File: src/hw/rtl/lpi_pkg.sv
// Shared widths, reset values and sideband types of the lead intercept core.
package lpi_pkg;

	localparam int IN_W       = 32;
	localparam int SPD_W      = 31;
	localparam int THR_W      = 32;
	localparam logic [THR_W-1:0] THR_RST = 32'd4295;
	localparam int Q_W        = 31;
	localparam int FRAC_W     = 16;
	localparam int LIMB_W     = 32;

	localparam int S_TDATA_W  = 320;
	localparam int M_TDATA_W  = 128;

	localparam int MUL_W      = 33;
	localparam int A_W        = 66;
	localparam int B_W        = 68;
	localparam int C_W        = 66;
	localparam int ABSA_W     = 64;
	localparam int ABSB_W     = 66;
	localparam int DEN_W      = 66;
	localparam int SQR_W      = 66;
	localparam int DISC_W     = 134;
	localparam int SQX_W      = 164;
	localparam int ROOT_W     = SQX_W / 2;
	localparam int N_W        = 85;
	localparam int NUM_W      = 84;
	localparam int SUM_W      = 49;

	typedef struct packed {
		logic [2:0][IN_W-1:0] tgt;
		logic [2:0][IN_W-1:0] vel;
	} geo_t;

	typedef struct packed {
		geo_t       geo;
		logic [2:0] dvneg;
	} sd1_t;

	typedef struct packed {
		geo_t              geo;
		logic              bneg;
		logic [ABSB_W-1:0] absb;
		logic              aneg;
		logic [DEN_W-1:0]  absa2;
		logic [C_W-1:0]    c;
		logic              lin;
		logic              anz;
	} sd2_t;

	typedef struct packed {
		sd2_t coef;
		logic dok;
		logic lin_ok;
	} sd3_t;

	typedef struct packed {
		geo_t geo;
		logic have;
	} sd4_t;

	typedef struct packed {
		geo_t           geo;
		logic [Q_W-1:0] t;
	} sd5_t;

endpackage

File: src/hw/rtl/lpi_mul.sv
// Multi-lane unsigned multiplier in three stages: limb products, row sums, final sum.
module lpi_mul #(
	parameter int LANES = 1,
	parameter int AW    = 32,
	parameter int BW    = 32,
	parameter int SW    = 1
) (
	input  logic          clk,
	input  logic          arst_n,
	input  logic          ce,
	input  logic          in_vld,
	input  logic [AW-1:0] a [LANES],
	input  logic [BW-1:0] b [LANES],
	input  logic [SW-1:0] in_side,
	output logic          out_vld,
	output logic [AW+BW-1:0] prod [LANES],
	output logic [SW-1:0] out_side
);
	import lpi_pkg::*;

	localparam int NA = (AW + LIMB_W - 1) / LIMB_W;
	localparam int NB = (BW + LIMB_W - 1) / LIMB_W;
	localparam int AP = NA * LIMB_W;
	localparam int BP = NB * LIMB_W;
	localparam int PW = AW + BW;

	logic [AP-1:0]         a_pad [LANES];
	logic [BP-1:0]         b_pad [LANES];
	logic [2*LIMB_W-1:0]   pp_s1 [LANES][NA][NB];
	logic [PW-1:0]         row_d [LANES][NA];
	logic [PW-1:0]         row_s2 [LANES][NA];
	logic [PW-1:0]         prod_d [LANES];
	logic [PW-1:0]         prod_s3 [LANES];
	logic [SW-1:0]         side_s1, side_s2, side_s3;
	logic                  vld_s1, vld_s2, vld_s3;

	always_comb begin
		for (int l = 0; l < LANES; l++) begin
			a_pad[l] = AP'(a[l]);
			b_pad[l] = BP'(b[l]);
		end
	end

	always_comb begin
		for (int l = 0; l < LANES; l++) begin
			for (int i = 0; i < NA; i++) begin
				row_d[l][i] = '0;
				for (int j = 0; j < NB; j++)
					row_d[l][i] = row_d[l][i] + (PW'(pp_s1[l][i][j]) << (LIMB_W * j));
			end
			prod_d[l] = '0;
			for (int i = 0; i < NA; i++)
				prod_d[l] = prod_d[l] + (row_s2[l][i] << (LIMB_W * i));
		end
	end

	always_ff @(posedge clk or negedge arst_n) begin
		if (!arst_n) begin
			vld_s1 <= 1'b0;
			vld_s2 <= 1'b0;
			vld_s3 <= 1'b0;
		end else if (ce) begin
			vld_s1 <= in_vld;
			vld_s2 <= vld_s1;
			vld_s3 <= vld_s2;
		end
	end

	always_ff @(posedge clk) begin
		if (ce) begin
			for (int l = 0; l < LANES; l++) begin
				for (int i = 0; i < NA; i++) begin
					for (int j = 0; j < NB; j++)
						pp_s1[l][i][j] <= a_pad[l][LIMB_W*i +: LIMB_W]
							* b_pad[l][LIMB_W*j +: LIMB_W];
					row_s2[l][i] <= row_d[l][i];
				end
				prod_s3[l] <= prod_d[l];
			end
			side_s1 <= in_side;
			side_s2 <= side_s1;
			side_s3 <= side_s2;
		end
	end

	assign out_vld  = vld_s3;
	assign prod     = prod_s3;
	assign out_side = side_s3;

endmodule

File: config.mk
export PLATFORM = sky130hd
export DESIGN_NAME = lpi_mul
export DESIGN_NICKNAME = d
export VERILOG_FILES = /design/src/hw/rtl/lpi_pkg.sv /design/src/hw/rtl/lpi_mul.sv
export SDC_FILE = /design/constraint.sdc
export NUM_CORES = 2
export LEC_CHECK = 0
export CAP_MARGIN = 20
export CORE_UTILIZATION = 66
export CTS_CLUSTER_DIAMETER = 40
export DETAILED_ROUTE_END_ITERATION = 7
export DONT_BUFFER_PORTS = 1
export PLACE_DENSITY = 0.81
export SYNTH_ARGS = -nofsm -noshare
export SYNTH_HDL_FRONTEND = slang
export SYNTH_SLANG_ARGS = --single-unit
File: constraint.sdc
create_clock -name clk -period 1.1 [get_ports clk]
set_input_delay 0.055 -clock clk [delete_from_list [all_inputs] [get_ports clk]]
set_output_delay 0.055 -clock clk [all_outputs]
set_load 0.05 [all_outputs]
* Yosys cells after proc, flatten, opt, wreduce, memory -nomap -nowiden *
Memories as Yosys holds them, arrays and structs flattened. A register that Yosys moved wholly into a read port is not among the register bits.
Cells that the tools add are included.

cells by class
  $add $sub $neg = 0
  multipliers = 1
  div/mod/pow operators = 0
  $lt $le $gt $ge = 0
  eq/ne operators = 0
  shifts and indexed selects = 0
  mux-type cells = 2
  bitwise logic cells = 0
  reduce and logical (&&, ||, !) cells = 0

operators by type and width
  kind                          number
  multiplier 32 x 32 -> 64 bit  1
  two-way mux 1 bit             2

storage, ports and cells
  flip-flop bits (word level) = 6
  bits in latches = 0
  RAM bits = 128
  memory bits (read-only) = 0
  bits of input ports = 69
  output and inout port bits = 66
  logic and storage cells = 11
  memories kept = 2

memories
  memory  words  width  read ports  clocked after Yosys merged registers in  write ports  RTL line       RTL
  pp_s1   1      64     1           0                                        1            lpi_mul.sv:29  logic [2*LIMB_W-1:0] pp_s1 [LANES][NA][NB];
  row_s2  1      64     1           1                                        1            lpi_mul.sv:31  logic [PW-1:0] row_s2 [LANES][NA];

* Logic depth before layout (Yosys ltp) *
  depth in word-level cells = 2
  mapped depth = 29
  gate-level depth less buffers = 27

* Worst setup path after synthesis *
Ideal clock, no wire load.

  path kind = input port to flip-flop
  start = input b[9] (netlist name)
  end = memory pp_s1[0][52] (netlist name) (data pin)
  setup time = 0.262 ns
  arrival time = 6.678 ns
  required time = 0.838 ns
  path slack = -5.840 ns
  stages on the path = 23
  buffers on the path = 2
  cells stage by stage = clkbuf_1 > and2_1 > fa_1 > fa_1 > inv_1 > fa_1 > fa_1 > inv_1 > fa_1 > fa_1 > fa_1 > fa_1 > ha_1 > clkbuf_1 > a21oi_1 > nor2b_1 > o21a_1 > a2111o_1 > a2111oi_0 > nor2_1 > a221oi_1 > a21boi_1 > xor2_1

between the ends
  longest elaborated chain between the ends = 1

ends and longest elaborated chain
  item                          RTL line       RTL
  start: declaration            lpi_mul.sv:13  input logic [BW-1:0] b [LANES],
  multiplier 32 x 32 -> 64 bit  lpi_mul.sv:75  * b_pad[l][LIMB_W*j +: LIMB_W];
  end: declaration              lpi_mul.sv:29

No other way between the ends.

* Final worst setup path *
  start = input b[7] (netlist name)
  end = memory pp_s1[0][61] (netlist name) (data pin)

Same word-level chain as after synthesis.

==> flow_summary.json <==
{
  "clk_pin_slew_worst_paths_ns": 0.08,
  "cp_cell_sequence": "and2_4 > fa_1 > fa_1 > fa_1 > inv_2 > fa_1 > inv_1 > fa_1 > inv_1 > fa_1 > inv_2 > fa_2 > fa_2 > ha_4 > buf_6 > nand2_4 > nor2_4 > o311ai_4 > a2111oi_4 > a21oi_4 > o31ai_4 > a31oi_4 > or4_1 > nand3_1",
  "crit_arrival_ns": 6.79,
  "syn_area_um2": 39300,
  "violations": "hold timing, setup timing",
  "routabilityCongestion": 0.957,
  "layout_commonest_cell": "fa_1",
  "tritoncts": "yes",
  "synth_area_per_cell_um2": 10.1,
  "outcome": "finished with violations",
  "max_cap_violations": 0,
  "critPathCaptureType": "register",
  "r2r_end": "vld_s1$_DFFE_PN0P_",
  "num_rows": 89,
  "startpoint_type": "input pin",
  "synth_cells": 3883,
  "fin_worst_skew_ns": 0.0109,
  "worst_r2r_path_depth": 1,
  "drive_gt1_share_pct": 15.7,
  "grt_pass1_vias": 31800,
  "via_per_inst": 5.93,
  "postSynthNetCount": 5111,
  "worst-path-max-fanout": 32,
  "ctsHtreeMaxLevel": 4,
  "vias": 28200,
  "clock.fmax_mhz": 156,
  "hp-start": "ce",
  "ant_nets": 0,
  "crit_required_ns": 1.46,
  "cts.sinks": 198,
  "first_pass_iters": 6,
  "yosys_warnings": 0,
  "seq_area_frac_synth_pct": 15.1,
  "numCtsBuffers": 17,
  "yosysUniqueCellTypes": 64,
  "report.final.slew_viol_count": 0,
  "dpl.hpwl_um": 78200,
  "final_nets": 5190,
  "wl_per_cell_um": 22.6,
  "ios": 135,
  "io_buffers": 0,
  "clockRootBuffer": "clkbuf_16",
  "cp_slowest_cell": "fa_1",
  "rsz0062_at_grt": "true",
  "finalCritPeriodShare_pct": 585,
  "hp-class": "in2reg",
  "overflow": 0,
  "setup_ws_ns": -5.33,
  "grt_usage_pct": 36.9,
  "clockBufferDepth": 2,
  "die_h_um": 246,
  "finalSetupViolations": 123,
  "dieArea_um2": 60500,
  "drt-total-wl_um": 107000,
  "r2r_slack_ns": 0.33,
  "postSynth.asyncResetShare_pct": 1.52,
  "slowest_delay_ns": 0.61,
  "synth_edf_count": 195,
  "drc": 0,
  "worst_path_most_repeated_cell": "fa_1",
  "hold_buffers": 6,
  "fin_hold_ws_ns": -0.303,
  "die_w_um": 246,
  "grt_pass1_wl_um": 167000,
  "timing.rr.start": "vld_s1$_DFFE_PN0P_",
  "grt_max_degree": 199,
  "first_iter_violations": 2169,
  "hold_violations": 78,
  "synth_ff_type": "edfxtp_1",
  "min_path_cells": 0,
  "worstMarginPinSlew_ns": 0.589,
  "slew_headroom_pct": 60.5,
  "layout_min_cycle_time_ns": 6.43,
  "start_util_pct": 66.6,
  "syn_to_final_growth_pct": 12.7,
  "core_um2": 58900,
  "ys_seq_elements": 198,
  "worstSetupPathType": "in2reg",
  "whs_endpoint": "row_s2[0][59]$_DFFE_PP_",
  "utilization_pct": 75.1,
  "insertion_delay_ns": 0.48,
  "antenna_found_initial": 0,
  "final_cell_mix": "846 x fa_1, 839 x inv_1, 562 x and2_1, 467 x nand2_1, 222 x buf_4"
}
-- worst max-delay path, delay by kind of cell --
kind,cells,cell delay (ns)
AO/OA/AOI/OAI,5,1.09
adder cells (fa/ha/maj),9,4.46
AND/OR/NAND/NOR,5,0.83
buffers and inverters,5,0.32
-- final cells by class --
type                            instances  area [µm²]
Fill cell                            3831       14700
Multi-Input combinational cell       2603       31200
Inverter                              867        3260
Antenna cell                            2        5.00
Sequential cell                       198        5930
Timing Repair Buffer                  275        2260
Tap cell                              773         967
Clock buffer                           17         425
Clock inverter                         15         199
-- through the flow --
stage / instances / area [µm²] / setup slack, ns / TNS, ns
2_1_floorplan: 3883 / 40400 / -5.54 / -275.50
3_3_place_gp: 4687 / 42000 / -5.78 / -292.73
3_5_place_dp: 4687 / 42000 / -5.92 / -297.56
4_1_cts: 4737 / 43600 / -5.17 / -266.33
5_1_grt: 4748 / 44200 / -5.44 / -280.25
6_report: 4750 / 44200 / -5.33 / -273.83
-- cell usage after synthesis (all sizes together) (13+ instances only) --
| master | instances | area [µm²] |
|---|---|---|
| fa | 896 | 17900 |
| inv | 867 | 3250 |
| and2 | 599 | 3750 |
| nand2 | 484 | 1820 |
| ha | 263 | 3290 |
| clkbuf | 212 | 798 |
| edfxtp | 195 | 5860 |
| a21oi | 69 | 353 |
| o21ai | 39 | 195 |
| xnor2 | 39 | 342 |
| nor2 | 35 | 134 |
| a21o | 24 | 180 |
| xor2 | 22 | 193 |
| o21bai | 14 | 105 |
| nand4 | 13 | 81.3 |
-- per-layer routing --
| layer | share of wire, % | global-route usage, % | vias up |
|---|---|---|---|
| met5 | 0 | 0 | - |
| li1 | - | - | 11600 |
| met1 | 31 | 39.3 | 14400 |
| met2 | 52 | 63.2 | 1574 |
| met3 | 7.8 | 7.99 | 641 |
| met4 | 8.9 | 29.8 | 0 |
-- worst max-delay path by stage --
stage | start | slack, ns | depth (start not counted) | to
finish | b[7] | -5.33 | 24 | pp_s1[0][61]$_DFFE_PP_
floorplan | a[23] | -5.54 | 23 | pp_s1[0][52]$_DFFE_PP_
CTS | b[7] | -5.17 | 24 | pp_s1[0][61]$_DFFE_PP_
detailed placement | a[21] | -5.92 | 22 | pp_s1[0][59]$_DFFE_PP_
global placement | a[19] | -5.78 | 22 | pp_s1[0][52]$_DFFE_PP_
global route | b[7] | -5.44 | 24 | pp_s1[0][61]$_DFFE_PP_
-- sequential cells by signal (all words and copies together), names as in the netlist --
register  cells
out_side      1
out_vld       1
pp_s1        64
prod         64
row_s2       64
side_s1       1
side_s2       1
vld_s1        1
vld_s2        1
-- cells by family after synthesis --
family          count (synthesis)  share of synthesized area [%]
flops                         198                           15.1
mux                             5                          0.140
fa+ha+maj                    1159                           54.1
compound gates                204                           3.56
xor+xnor                       61                           1.36
buf+inv                      1082                           10.4
simple gates                 1174                           15.4
-- repair_timing --
action	CTS	global route
setup buffers	17	13
endpoints found under the hold margin	204	199
pin swaps	109	104
gates resized for setup	177	109
setup endpoints to repair	127	127
Power is left out: the tool's default activity adds up to more than one toggle a clock period on the data nets, which glitch-free logic cannot reach.
